===== src/hdl/dtt_pkg.sv =====
`timescale 1ns / 1ps
`default_nettype none

package dtt_pkg;

  // Tile sizes are powers of two, so cell-to-tile conversion is a shift.
  localparam int TILE_W_LOG2 = 4;
  localparam int TILE_H_LOG2 = 4;
  localparam int TILE_W      = 1 << TILE_W_LOG2;
  localparam int TILE_H      = 1 << TILE_H_LOG2;
  localparam int GRID_W      = 512;
  localparam int GRID_H      = 512;
  localparam int TILES_X     = GRID_W / TILE_W;
  localparam int TILES_Y     = GRID_H / TILE_H;
  localparam int TX_W        = $clog2(TILES_X);
  localparam int ROW_W       = $clog2(TILES_Y);

  // Signed coordinate width wide enough for tile edges and the widened window.
  localparam int COORD_W     = 13;

  typedef enum logic [1:0] {
    KIND_REDRAW = 2'd0,
    KIND_REGION = 2'd1,
    KIND_RANGE  = 2'd2
  } kind_t;

  typedef enum logic [1:0] {
    CFG_VIEW_MIN_X = 2'd0,
    CFG_VIEW_MIN_Y = 2'd1,
    CFG_VIEW_MAX_X = 2'd2,
    CFG_VIEW_MAX_Y = 2'd3
  } cfg_reg_t;

  localparam logic FUNC_MARK = 1'b0;
  localparam logic FUNC_SCAN = 1'b1;

  typedef struct packed {
    kind_t      kind;
    logic [9:0] min_x;
    logic [9:0] min_y;
    logic [9:0] max_x;
    logic [9:0] max_y;
  } res_t;

  // Widened view window, edges in cells.
  typedef struct packed {
    logic signed [COORD_W-1:0] x_lo;
    logic signed [COORD_W-1:0] x_hi;
    logic signed [COORD_W-1:0] y_lo;
    logic signed [COORD_W-1:0] y_hi;
  } win_t;

endpackage

`default_nettype wire


===== src/hdl/dtt_ram.sv =====
`timescale 1ns / 1ps
`default_nettype none

module dtt_ram #(
  parameter int WIDTH = 32,
  parameter int DEPTH = 32
) (
  input  wire logic                     clk,
  input  wire logic                     we,
  input  wire logic [$clog2(DEPTH)-1:0] waddr,
  input  wire logic [WIDTH-1:0]         wdata,
  input  wire logic [$clog2(DEPTH)-1:0] raddr,
  output logic      [WIDTH-1:0]         rdata
);

  logic [WIDTH-1:0] mem [DEPTH];

  always_ff @(posedge clk) begin
    if (we) begin
      mem[waddr] <= wdata;
    end
    rdata <= mem[raddr];
  end

endmodule

`default_nettype wire


===== src/hdl/dtt_window.sv =====
`timescale 1ns / 1ps
`default_nettype none

module dtt_window (
  input  wire logic       clk,
  input  wire logic       rst,
  input  wire logic       cfg_valid,
  output logic            cfg_ready,
  input  wire logic [1:0] cfg_index,
  input  wire logic [9:0] cfg_data,
  output dtt_pkg::win_t   win
);

  import dtt_pkg::*;

  logic [8:0] view_min_x;
  logic [8:0] view_min_y;
  logic [9:0] view_max_x;
  logic [9:0] view_max_y;

  logic signed [COORD_W-1:0] mnx, mny, mxx, mxy;

  assign cfg_ready = 1'b1;

  always_ff @(posedge clk) begin
    if (rst) begin
      view_min_x <= '0;
      view_min_y <= '0;
      view_max_x <= 10'd512;
      view_max_y <= 10'd512;
    end else if (cfg_valid) begin
      case (cfg_reg_t'(cfg_index))
        CFG_VIEW_MIN_X: view_min_x <= cfg_data[8:0];
        CFG_VIEW_MIN_Y: view_min_y <= cfg_data[8:0];
        CFG_VIEW_MAX_X: view_max_x <= cfg_data;
        CFG_VIEW_MAX_Y: view_max_y <= cfg_data;
        default: ;
      endcase
    end
  end

  always_comb begin
    mnx = signed'(COORD_W'(view_min_x));
    mny = signed'(COORD_W'(view_min_y));
    mxx = signed'(COORD_W'(view_max_x));
    mxy = signed'(COORD_W'(view_max_y));
  end

  // The window grows by its own size on each side: lo = 2*min - max, hi = 2*max - min.
  always_ff @(posedge clk) begin
    win.x_lo <= (mnx <<< 1) - mxx;
    win.x_hi <= (mxx <<< 1) - mnx;
    win.y_lo <= (mny <<< 1) - mxy;
    win.y_hi <= (mxy <<< 1) - mny;
  end

endmodule

`default_nettype wire


===== src/hdl/dirty_tile_tracker.sv =====
`timescale 1ns / 1ps
`default_nettype none

// Mark request: ST_MK_WR writes the cell's tile row; ST_MK_NB follows when the cell
// lies on a horizontal tile edge (the pending memory is read, modified and written
// once per touched tile row). Out-of-range mark: one error result, loaded from
// ST_MK_ERR once the result register is free. Scan request: ST_SC_LD, ST_SC_WALK
// (one tile per cycle unless an output stall holds it), ST_SC_END and ST_SC_FIN.
// Reset clears the flag-row valid bits, so both bitmaps read as clean.
`default_nettype none

module dirty_tile_tracker (
  input  wire logic        clk,
  input  wire logic        rst,
  // Input requests.
  input  wire logic        s_tvalid,
  output logic             s_tready,
  input  wire logic [31:0] s_tdata,   // cell_x[9:0], cell_y[19:10], tile_row[24:20], zeros
  input  wire logic [0:0]  s_tuser,   // func[0]
  // Results.
  output logic             m_tvalid,
  input  wire logic        m_tready,
  output logic [39:0]      m_tdata,   // box_min_x[9:0], box_min_y[19:10],
                                      // box_max_x[29:20], box_max_y[39:30]
  output logic [1:0]       m_tuser,   // kind[1:0]
  output logic             m_tlast,
  // Configuration writes.
  input  wire logic        cfg_valid,
  output logic             cfg_ready,
  input  wire logic [1:0]  cfg_index,
  input  wire logic [9:0]  cfg_data
);

  import dtt_pkg::*;

  typedef enum logic [2:0] {
    ST_IDLE,
    ST_MK_WR,
    ST_MK_NB,
    ST_MK_ERR,
    ST_SC_LD,
    ST_SC_WALK,
    ST_SC_END,
    ST_SC_FIN
  } state_t;

  state_t state;

  win_t win;

  dtt_window u_window (
    .clk       (clk),
    .rst       (rst),
    .cfg_valid (cfg_valid),
    .cfg_ready (cfg_ready),
    .cfg_index (cfg_index),
    .cfg_data  (cfg_data),
    .win       (win)
  );

  // Input decode.
  logic [9:0]         in_x, in_y;
  logic [4:0]         in_row;
  logic               in_func;
  logic               in_oor, in_row_ok;
  logic [TX_W-1:0]    in_tx;
  logic [ROW_W-1:0]   in_ty, in_row_a;
  logic               edge_l, edge_r, edge_d, edge_u;
  logic [TILES_X-1:0] in_mask, in_bit;

  assign in_x    = s_tdata[9:0];
  assign in_y    = s_tdata[19:10];
  assign in_row  = s_tdata[24:20];
  assign in_func = s_tuser[0];

  always_comb begin
    in_oor    = (32'(in_x) >= GRID_W) || (32'(in_y) >= GRID_H);
    in_row_ok = 32'(in_row) < TILES_Y;
    in_row_a  = ROW_W'(in_row);
    in_tx     = TX_W'(in_x >> TILE_W_LOG2);
    in_ty     = ROW_W'(in_y >> TILE_H_LOG2);
    // A cell on a tile edge also dirties the tile across that edge.
    edge_l    = (in_x[TILE_W_LOG2-1:0] == '0) && (in_tx != '0);
    edge_r    = (in_x[TILE_W_LOG2-1:0] == '1) && (in_tx != TX_W'(TILES_X - 1));
    edge_d    = (in_y[TILE_H_LOG2-1:0] == '0) && (in_ty != '0);
    edge_u    = (in_y[TILE_H_LOG2-1:0] == '1) && (in_ty != ROW_W'(TILES_Y - 1));
    in_bit    = TILES_X'(1) << in_tx;
    in_mask   = in_bit;
    if (edge_l) begin
      in_mask = in_mask | (in_bit >> 1);
    end
    if (edge_r) begin
      in_mask = in_mask | (in_bit << 1);
    end
  end

  // Latched request.
  logic [ROW_W-1:0]   mk_row, nb_row, sc_row;
  logic [TILES_X-1:0] mk_mask, mk_bit;
  logic               nb_en;

  // Flag memories; a row whose valid bit is clear reads as all clean.
  logic [TILES_Y-1:0] pend_vld, cur_vld;
  logic               pend_we, cur_we;
  logic [ROW_W-1:0]   pend_raddr, pend_waddr, rd_row;
  logic [TILES_X-1:0] pend_wdata, pend_rdata, cur_rdata;
  logic [TILES_X-1:0] pend_word, cur_word;

  assign s_tready = (state == ST_IDLE);

  always_comb begin
    if (state == ST_IDLE) begin
      pend_raddr = (in_func == FUNC_MARK) ? in_ty : in_row_a;
    end else begin
      pend_raddr = nb_row;
    end
    case (state)
      ST_MK_NB: rd_row = nb_row;
      ST_SC_LD: rd_row = sc_row;
      default:  rd_row = mk_row;
    endcase
    pend_word  = pend_vld[rd_row] ? pend_rdata : '0;
    cur_word   = cur_vld[sc_row] ? cur_rdata : '0;
    pend_we    = (state == ST_MK_WR) || (state == ST_MK_NB);
    pend_waddr = (state == ST_MK_NB) ? nb_row : mk_row;
    pend_wdata = pend_word | ((state == ST_MK_NB) ? mk_bit : mk_mask);
    cur_we     = (state == ST_SC_LD);
  end

  dtt_ram #(
    .WIDTH (TILES_X),
    .DEPTH (TILES_Y)
  ) u_pending (
    .clk   (clk),
    .we    (pend_we),
    .waddr (pend_waddr),
    .wdata (pend_wdata),
    .raddr (pend_raddr),
    .rdata (pend_rdata)
  );

  // The current bitmap takes the pending row at scan load; pending is cleared
  // by dropping its valid bit.
  dtt_ram #(
    .WIDTH (TILES_X),
    .DEPTH (TILES_Y)
  ) u_current (
    .clk   (clk),
    .we    (cur_we),
    .waddr (sc_row),
    .wdata (pend_word),
    .raddr (in_row_a),
    .rdata (cur_rdata)
  );

  // Row walker.
  logic [TILES_X-1:0]        dirty_word;
  logic [TX_W-1:0]           tx;
  logic                      y_hit;
  logic [9:0]                box_y0, box_y1;
  logic                      run_open;
  logic [9:0]                run_min_x, run_max_x;
  logic signed [COORD_W-1:0] x0c, x1c, y0c, y1c;
  logic                      in_win, have_res, stall;
  res_t                      walk_res;

  // Staging slot: a result waits here until it is known whether it is the last.
  res_t stg_res;
  logic stg_valid;

  logic out_free, out_load, out_last;
  res_t out_data, result;

  always_comb begin
    x0c    = signed'(COORD_W'({tx, {TILE_W_LOG2{1'b0}}}));
    x1c    = x0c + COORD_W'(TILE_W);
    y0c    = signed'(COORD_W'({sc_row, {TILE_H_LOG2{1'b0}}}));
    y1c    = y0c + COORD_W'(TILE_H);
    in_win = y_hit && (x0c < win.x_hi) && (x1c > win.x_lo);

    // A clean tile closes an open run; a dirty tile inside the window is redrawn.
    if ((state == ST_SC_WALK) && dirty_word[0]) begin
      have_res       = in_win;
      walk_res.kind  = KIND_REDRAW;
      walk_res.min_x = 10'(x0c);
      walk_res.max_x = 10'(x1c);
    end else begin
      have_res       = run_open && ((state == ST_SC_WALK) || (state == ST_SC_END));
      walk_res.kind  = KIND_REGION;
      walk_res.min_x = run_min_x;
      walk_res.max_x = run_max_x;
    end
    walk_res.min_y = box_y0;
    walk_res.max_y = box_y1;

    out_free = !m_tvalid || m_tready;
    stall    = have_res && stg_valid && !out_free;

    out_data = stg_res;
    out_last = 1'b0;
    out_load = 1'b0;
    case (state)
      ST_MK_ERR: begin
        out_load = out_free;
        out_data = '{kind: KIND_RANGE, default: '0};
        out_last = 1'b1;
      end
      ST_SC_WALK, ST_SC_END: begin
        out_load = have_res && stg_valid && out_free;
      end
      ST_SC_FIN: begin
        out_load = stg_valid && out_free;
        out_last = 1'b1;
      end
      default: ;
    endcase
  end

  always_ff @(posedge clk) begin
    if (rst) begin
      state     <= ST_IDLE;
      pend_vld  <= '0;
      cur_vld   <= '0;
      run_open  <= 1'b0;
      stg_valid <= 1'b0;
      m_tvalid  <= 1'b0;
    end else begin
      if (out_load) begin
        m_tvalid <= 1'b1;
        result   <= out_data;
        m_tlast  <= out_last;
      end else if (m_tready) begin
        m_tvalid <= 1'b0;
      end

      case (state)
        ST_IDLE: begin
          if (s_tvalid) begin
            mk_row  <= in_ty;
            mk_mask <= in_mask;
            mk_bit  <= in_bit;
            nb_en   <= edge_d || edge_u;
            nb_row  <= edge_u ? (in_ty + ROW_W'(1)) : (in_ty - ROW_W'(1));
            sc_row  <= in_row_a;
            if (in_func == FUNC_MARK) begin
              state <= in_oor ? ST_MK_ERR : ST_MK_WR;
            end else if (in_row_ok) begin
              state <= ST_SC_LD;
            end
          end
        end
        ST_MK_WR: begin
          pend_vld[mk_row] <= 1'b1;
          state <= nb_en ? ST_MK_NB : ST_IDLE;
        end
        ST_MK_NB: begin
          pend_vld[nb_row] <= 1'b1;
          state <= ST_IDLE;
        end
        ST_MK_ERR: begin
          if (out_free) begin
            state <= ST_IDLE;
          end
        end
        ST_SC_LD: begin
          pend_vld[sc_row] <= 1'b0;
          cur_vld[sc_row]  <= 1'b1;
          dirty_word       <= cur_word;
          tx               <= '0;
          run_open         <= 1'b0;
          y_hit            <= (y0c < win.y_hi) && (y1c > win.y_lo);
          box_y0           <= 10'(y0c);
          box_y1           <= 10'(y1c);
          state            <= ST_SC_WALK;
        end
        ST_SC_WALK: begin
          if (!stall) begin
            if (have_res) begin
              stg_res   <= walk_res;
              stg_valid <= 1'b1;
            end
            if (!dirty_word[0]) begin
              run_open <= 1'b0;
            end else if (in_win) begin
              if (!run_open) begin
                run_min_x <= 10'(x0c);
                run_open  <= 1'b1;
              end
              run_max_x <= 10'(x1c);
            end
            dirty_word <= dirty_word >> 1;
            tx         <= tx + TX_W'(1);
            if (tx == TX_W'(TILES_X - 1)) begin
              state <= ST_SC_END;
            end
          end
        end
        ST_SC_END: begin
          if (!stall) begin
            if (have_res) begin
              stg_res   <= walk_res;
              stg_valid <= 1'b1;
            end
            run_open <= 1'b0;
            state    <= ST_SC_FIN;
          end
        end
        ST_SC_FIN: begin
          if (!stg_valid) begin
            state <= ST_IDLE;
          end else if (out_free) begin
            stg_valid <= 1'b0;
            state     <= ST_IDLE;
          end
        end
        default: state <= ST_IDLE;
      endcase
    end
  end

  assign m_tdata = {result.max_y, result.max_x, result.min_y, result.min_x};
  assign m_tuser = result.kind;

endmodule

`default_nettype wire

===== config.mk =====
export PLATFORM = sky130hd
export DESIGN_NAME = dirty_tile_tracker
export DESIGN_NICKNAME = d
export VERILOG_FILES = /design/src/hdl/dtt_pkg.sv /design/src/hdl/dtt_ram.sv /design/src/hdl/dtt_window.sv /design/src/hdl/dirty_tile_tracker.sv
export SDC_FILE = /design/constraint.sdc
export NUM_CORES = 2
export LEC_CHECK = 0
export BUFFER_PORTS_ARGS = -buffer_cell sky130_fd_sc_hd__buf_2
export CAP_MARGIN = 20
export CORE_MARGIN = 3
export CORE_UTILIZATION = 40
export CTS_CLUSTER_SIZE = 40
export DETAILED_ROUTE_END_ITERATION = 16
export HOLD_SLACK_MARGIN = 0.05
export PLACE_DENSITY_LB_ADDON = 0.3
export SLEW_MARGIN = 25
export SYNTH_ARGS = -nofsm -noshare
export SYNTH_HDL_FRONTEND = slang
export SYNTH_SLANG_ARGS = --single-unit

===== constraint.sdc =====
create_clock -name clk -period 10.2 [get_ports clk]
set_input_delay 2.04 -clock clk [delete_from_list [all_inputs] [get_ports clk]]
set_output_delay 2.04 -clock clk [all_outputs]
set_load 0.05 [all_outputs]

======== Word-level counts from Yosys, hierarchy flattened ========
Memories as Yosys holds them, arrays and structs flattened. A register that Yosys moved wholly into a read port is not among the register bits.
Cells that the tools add are included.
storage, ports and cells
  flip-flop bits (word level) ............. 373
  memory bits (writable) .................. 2,048
  input bits .............................. 50
  output and inout port bits .............. 46
  word-level logic and storage cells ...... 202
  memories kept ........................... 2
memories
  memory         depth  width  read ports  clocked after Yosys merged registers in  write ports  line           text
  u_current.mem  32     32     1           1                                        1            dtt_ram.sv:16  logic [WIDTH-1:0] mem [DEPTH];
  u_pending.mem  32     32     1           1                                        1            dtt_ram.sv:16
operators by class
  add/sub/neg operators ................... 9
  $lt $le $gt $ge ......................... 13
  equality and inequality tests ........... 22
  shift-type cells ........................ 1
  mux-type cells .......................... 56
  bitwise logic cells ..................... 11
  reductions and logical operators ........ 50
operators by type and width
  operator              count
  $mux 32               6
  $or 32x32->32         5
  $pmux 32 s3           1
  $pmux 32 s2           1
  $and 32x32->32        1
  $not 32->32           1
  $or 32x31->32         1
  $shl 1x5->32 const A  1
  $gt 11x13->1          2
  $lt 10x13->1          2
  $mux 5                5
  $lt 5x6->1 const B    4
  $pmux 3 s8            1
  $sub 11x9->12         2
  $sub 10x10->11        2
  $mux 1                21
  $mux 3                7
  $add 9x5->10 const B  2
  $ge 10x10->1 const B  2
  $pmux 5 s2            2
  $logic_and 1x1->1     16
  $demux 1 s5           3
  $ge 5x1->1 const B    3
  $eq 3x3->1 const B    4
  other kinds (33)      67

======== Depth between registers and ports, before layout ========
  depth in word-level cells ............... 8
  depth in mapped cells ................... 12
  mapped depth without buffers ............ 12

======== By module ========
A second synthesis with hierarchy kept.
second synthesis, totals
  cell total of the unflattened synthesis .. 6,279
  area total of the unflattened synthesis .. 98,239.2 um^2
modules (own cells, without submodules)
  module               instances  cells each  area each (um^2)  sequential area each (um^2)
  dtt_ram (u_pending)  1          2,260       40,492.6          31,390.1
  dtt_ram (u_current)  1          2,260       40,485.1          31,390.1
  dirty_tile_tracker   1          1,291       13,192.7          7,046.8
  dtt_window           1          468         4,068.9           1,681.6

======== Least setup slack after synthesis ========
OpenSTA, ideal clock, no wires.
  path type ............................... input to register
  start point ............................. input rst
  end point ............................... register mk_bit[0] (enable)
  library setup time ...................... 633 ps
  data arrival time ....................... 8,242 ps
  required time ........................... 9,567 ps
  setup slack ............................. 1,325 ps
  stages on the path ...................... 3
  path buffers ............................ 2
  path through ............................ clkbuf_1 clkbuf_1 nor3b_1
between the ends
  longest elaborated chain between the ends .. 2
ends and longest elaborated chain
  element                     line                       text
  from (decl)                 dirty_tile_tracker.sv:14   input wire logic rst,
  $not 1->1 (no line)         n/a
  $reduce_and 3->1 (no line)  n/a
  to (signal assigned)        dirty_tile_tracker.sv:241  mk_bit <= in_bit;
  to (decl)                   dirty_tile_tracker.sv:99   logic [TILES_X-1:0] mk_mask, mk_bit;
No other way between the ends.
A chain may end at the register's enable or synchronous reset.

======== Final worst setup path ========
  start point ............................. register state[1]
  end point ............................... memory u_pending.mem[5][25] (data pin)
between the ends
  longest elaborated chain between the ends .. 6
  elaborated cells between the ends (all ways) .. 8
  classes of those cells .................. 2 x eq/ne; 5 x mux; 1 x bitwise
ends and longest elaborated chain
  element                                   line                                                  text
  from (decl)                               dirty_tile_tracker.sv:47                              state_t state;
  from (signal assigned)                    dirty_tile_tracker.sv:246                             state <= in_oor ? ST_MK_ERR : ST_MK_WR;
  from (signal assigned)                    dirty_tile_tracker.sv:254                             state <= nb_en ? ST_MK_NB : ST_IDLE;
  $eq 3x3->1 or $eq 3x2->1 (tied branches)  dirty_tile_tracker.sv:117, dirty_tile_tracker.sv:126
  $pmux 5 s2                                dirty_tile_tracker.sv:117                             case (state)
  $bmux 1 s5                                dirty_tile_tracker.sv:122                             pend_word = pend_vld[rd_row] ? pend_rdata : '0;
  $mux 1 (not written as such)              dirty_tile_tracker.sv:122
  $mux 32                                   dirty_tile_tracker.sv:122
  $or 32x32->32 *                           dirty_tile_tracker.sv:126                             pend_wdata = pend_word | ((state == ST_MK_NB) ? mk_bit : mk_mask);
  via pend_wdata[25]                        dirty_tile_tracker.sv:106                             logic [TILES_X-1:0] pend_wdata, pend_rdata, cur_rdata;
  to (decl)                                 dtt_ram.sv:16
The timed path passes the listed nets; every way through them passes the cells marked *. The select of a mux whose other input is x is not followed.

==> flow_summary.ini <==
[outcome]
status = completed

[setup_path]
crit_end = u_pending.mem[5][25]
required_ns = 10.67
crit_fanout = 73
rrSetupSlack_ns = 4.89
endpoint_kind = register
r2r_end = u_pending.mem[5][25]
reg2reg_depth = 10
worst-setup-path-type = reg2reg
crit_arrival_ns = 5.78
reg2reg_from = state[1]
critPathLaunch = state[1]
worstSetupStartpointType = register

[timing]
finalHoldViolCount = 0
final_max_slew_viol_count = 0
max_freq_mhz = 188
skew_ns = 0.0289
period_needed_ns = 5.31
rsz0062_at_grt = no
fin_crit_sh_pct = 52.1
hold_ws_ns = 0.422
tns_ns = 0
timing.max_slew.rel_slack_pct = 27.9
worst_pin_slew_ns = 1.08
setup_viol = 0

[pwr]
p_leak_nw = 35.1
power.density_mw_per_mm2 = 274
ir_drop_v = 0.000252

[routing]
routed_wl_microns = 228000
routedWlPerCell_microns = 27.2
avgViaCountPerCell = 5.56
vias = 46600
postRouteAntennaNets = 0
detail_route.first_pass.iterations = 5
remaining_drc_errors = 0
first_iter_violations = 5040

[die]
fp-row-count = 178
start_util_pct = 40.5
io_pins = 96
die_area_sq_mm = 0.245
die_w_microns = 495
coreArea_sq_mm = 0.237
die_y_microns = 495

[min_path]
hp-class = reg2reg
min_from = box_y0[7]

[yosys]
netlist_instances = 4852
syn_area_per_cell_sq_um = 19.7
ys_seq_area_share_pct = 74.7
syn-cell-area_sq_mm = 0.0957
async_flop_share_pct = 0
synth-seq-cells = 2454
synth_cell_types = 77
ys_warn_count = 0
synth_edf_count = 2236
synthFlopType = edfxtp_1

[clock_tree]
path_clk_slew_ns = 0.07
cts_max_level = 4
cts-hold-fix-buffers = 0
cts_tree = yes
postCtsSetupBuffers = 0
root_buffer = clkbuf_16
numCtsBuffers = 230
cts_sinks = 2454
worst_skew_pair.late_latency_ns = 0.84
clock_path_buffers = 3
cts_resized = 0

[global_routing]
grt_max_degree = 129
first_global_vias = 47200
antenna_found_initial = 15
grt_pass1_wl_microns = 329000
grt_use_total_pct = 18.5
gr-total-overflow = 0

[final_layout]
finalInstanceArea_sq_mm = 0.108
drive_above_1_share_pct = 25.9
nets = 5142
layout_commonest_cell = edfxtp_1
syn2layout_area_growth_pct = 12.7
most-common-layout-cells = edfxtp_1, mux4_2, nand2_1, clkbuf_16, dfxtp_1

[run]
maxCapViolations = 0

[placement]
gp_congestion = 0.819
dp_hpwl_microns = 116000
place_area_sq_mm = 0.100
port_buffers = 69
## cell type report
class	instances	area [sq um]
multi-input cells	1993	22900
well taps	3150	3940
flip-flops and latches	2454	71500
fillers	19900	129000
repair buffers	183	1340
inverters	160	601
diodes	6	15.0
clock inverters	127	1190
clock buffers	308	6350
## per-layer routing
metal,global-route usage (%),part of all wire (%),vias up
li1,-,-,19900
met2,29.8,48,1596
met1,25.6,42,24800
met5,0,0.019,-
met4,5.03,2.5,6
met3,4.08,7.5,352
## kinds of logic after synthesis
family | share of synthesized area [%]
adders and majority gates | 0.954
and+or+nand+nor | 3.29
buffers and inverters | 1.87
xor gates and xnor gates | 0.220
DFF | 74.7
AOI/OAI and AO/OA | 3.08
muxes | 15.9
other | 0.00785
## worst max-delay path: stages (launching register included)
cell and delay, ns:
dfxtp_1 0.81, nor3b_4 0.29, buf_4 0.67, a221oi_2 0.18
a21bo_1 0.46, a211oi_1 0.09, o21ai_0 0.20, nand4_1 0.17
o32ai_4 0.16, buf_4 0.82, a221o_1 0.98
## power breakdown
part | total (mW) | leakage (nW) | internal [mW] | switching, mW
combinational | 6.91 | 9.33 | 2.37 | 4.55
clock | 8.54 | 3.69 | 4.86 | 3.67
sequential | 14.1 | 22.1 | 13.7 | 0.376
## through the flow
step / util [%] / cells / setup slack [ns] / total power [mW]
floorplan: - / 4869 / 1.33 / 18.9
global placement: 42.3 / 7934 / 4.27 / 21.0
detailed placement: 42.3 / 7935 / 4.22 / 21.2
CTS: 45.5 / 8370 / 4.78 / 29.7
global route: 45.6 / 8377 / 4.54 / 30.7
finish: 45.6 / 8381 / 4.89 / 29.5
## cell usage after synthesis, types with 3 or more instances
cell type  instances  area, sq um
edfxtp_1        2236        67100
nand4_1            9         56.3
o21ai_1           61          305
a31oi_1            4         25.0
buf_1             40          150
nor3_1            13         65.1
a22oi_1            7         52.6
dfxtp_1          218         4360
and3_1            14         87.6
inv_1            160          601
o21a_1             7         52.6
xnor2_1           16          140
nor2_1           230          863
nor3b_1            5         37.5
a211oi_1           6         45.0
a2111oi_0          3         26.3
and2_1            47          294
nand2b_1           9         56.3
fa_1               5          100
a21o_1            17          128
buf_2             39          195
o211ai_1          33          248
ha_1              65          813
a221oi_1           4         35.0
mux2i_1           84          841
or4_1              5         37.5
mux2_2           105         1180
a211oi_2           5         62.6
a21boi_0          16          120
clkbuf_1         152          571
buf_6             11          124
xor2_1             8         70.1
nor2b_1           78          488
nor4_1             6         37.5
o21ai_0           42          210
nand3_1           16         80.1
a21oi_1           87          435
o221ai_1          30          263
buf_4             20          150
or2_2              3         18.8
a221o_1           33          330
mux4_2           584        13200
and3b_1            3         26.3
a22o_1            34          298
nand2_1          240          901
## flip-flops by register name, summed over array words and instances (netlist names), 9 cells and up
signal and flops:
mk_mask 32, u_window.view_max_y 10, u_pending.mem 1024, u_window.view_min_x 9, mk_bit 32, u_window.win 46
pend_vld 32, u_window.view_max_x 10, stg_res 23, dirty_word 32, u_current.mem 1024, u_window.view_min_y 9
m_tdata 22, u_current.rdata 32, u_pending.rdata 32, cur_vld 32
## worst min path at each step
stage,to,slack [ns],depth (start not counted)
final,stg_res[27],0.42,0
after global routing,stg_res[27],0.43,0
after CTS,stg_res[27],0.42,0
after detailed placement,stg_res[27],0.41,0
after global placement,stg_res[27],0.40,0
after floorplan,u_window.win[26],0.40,0
(Power assumes the default switching activity.)
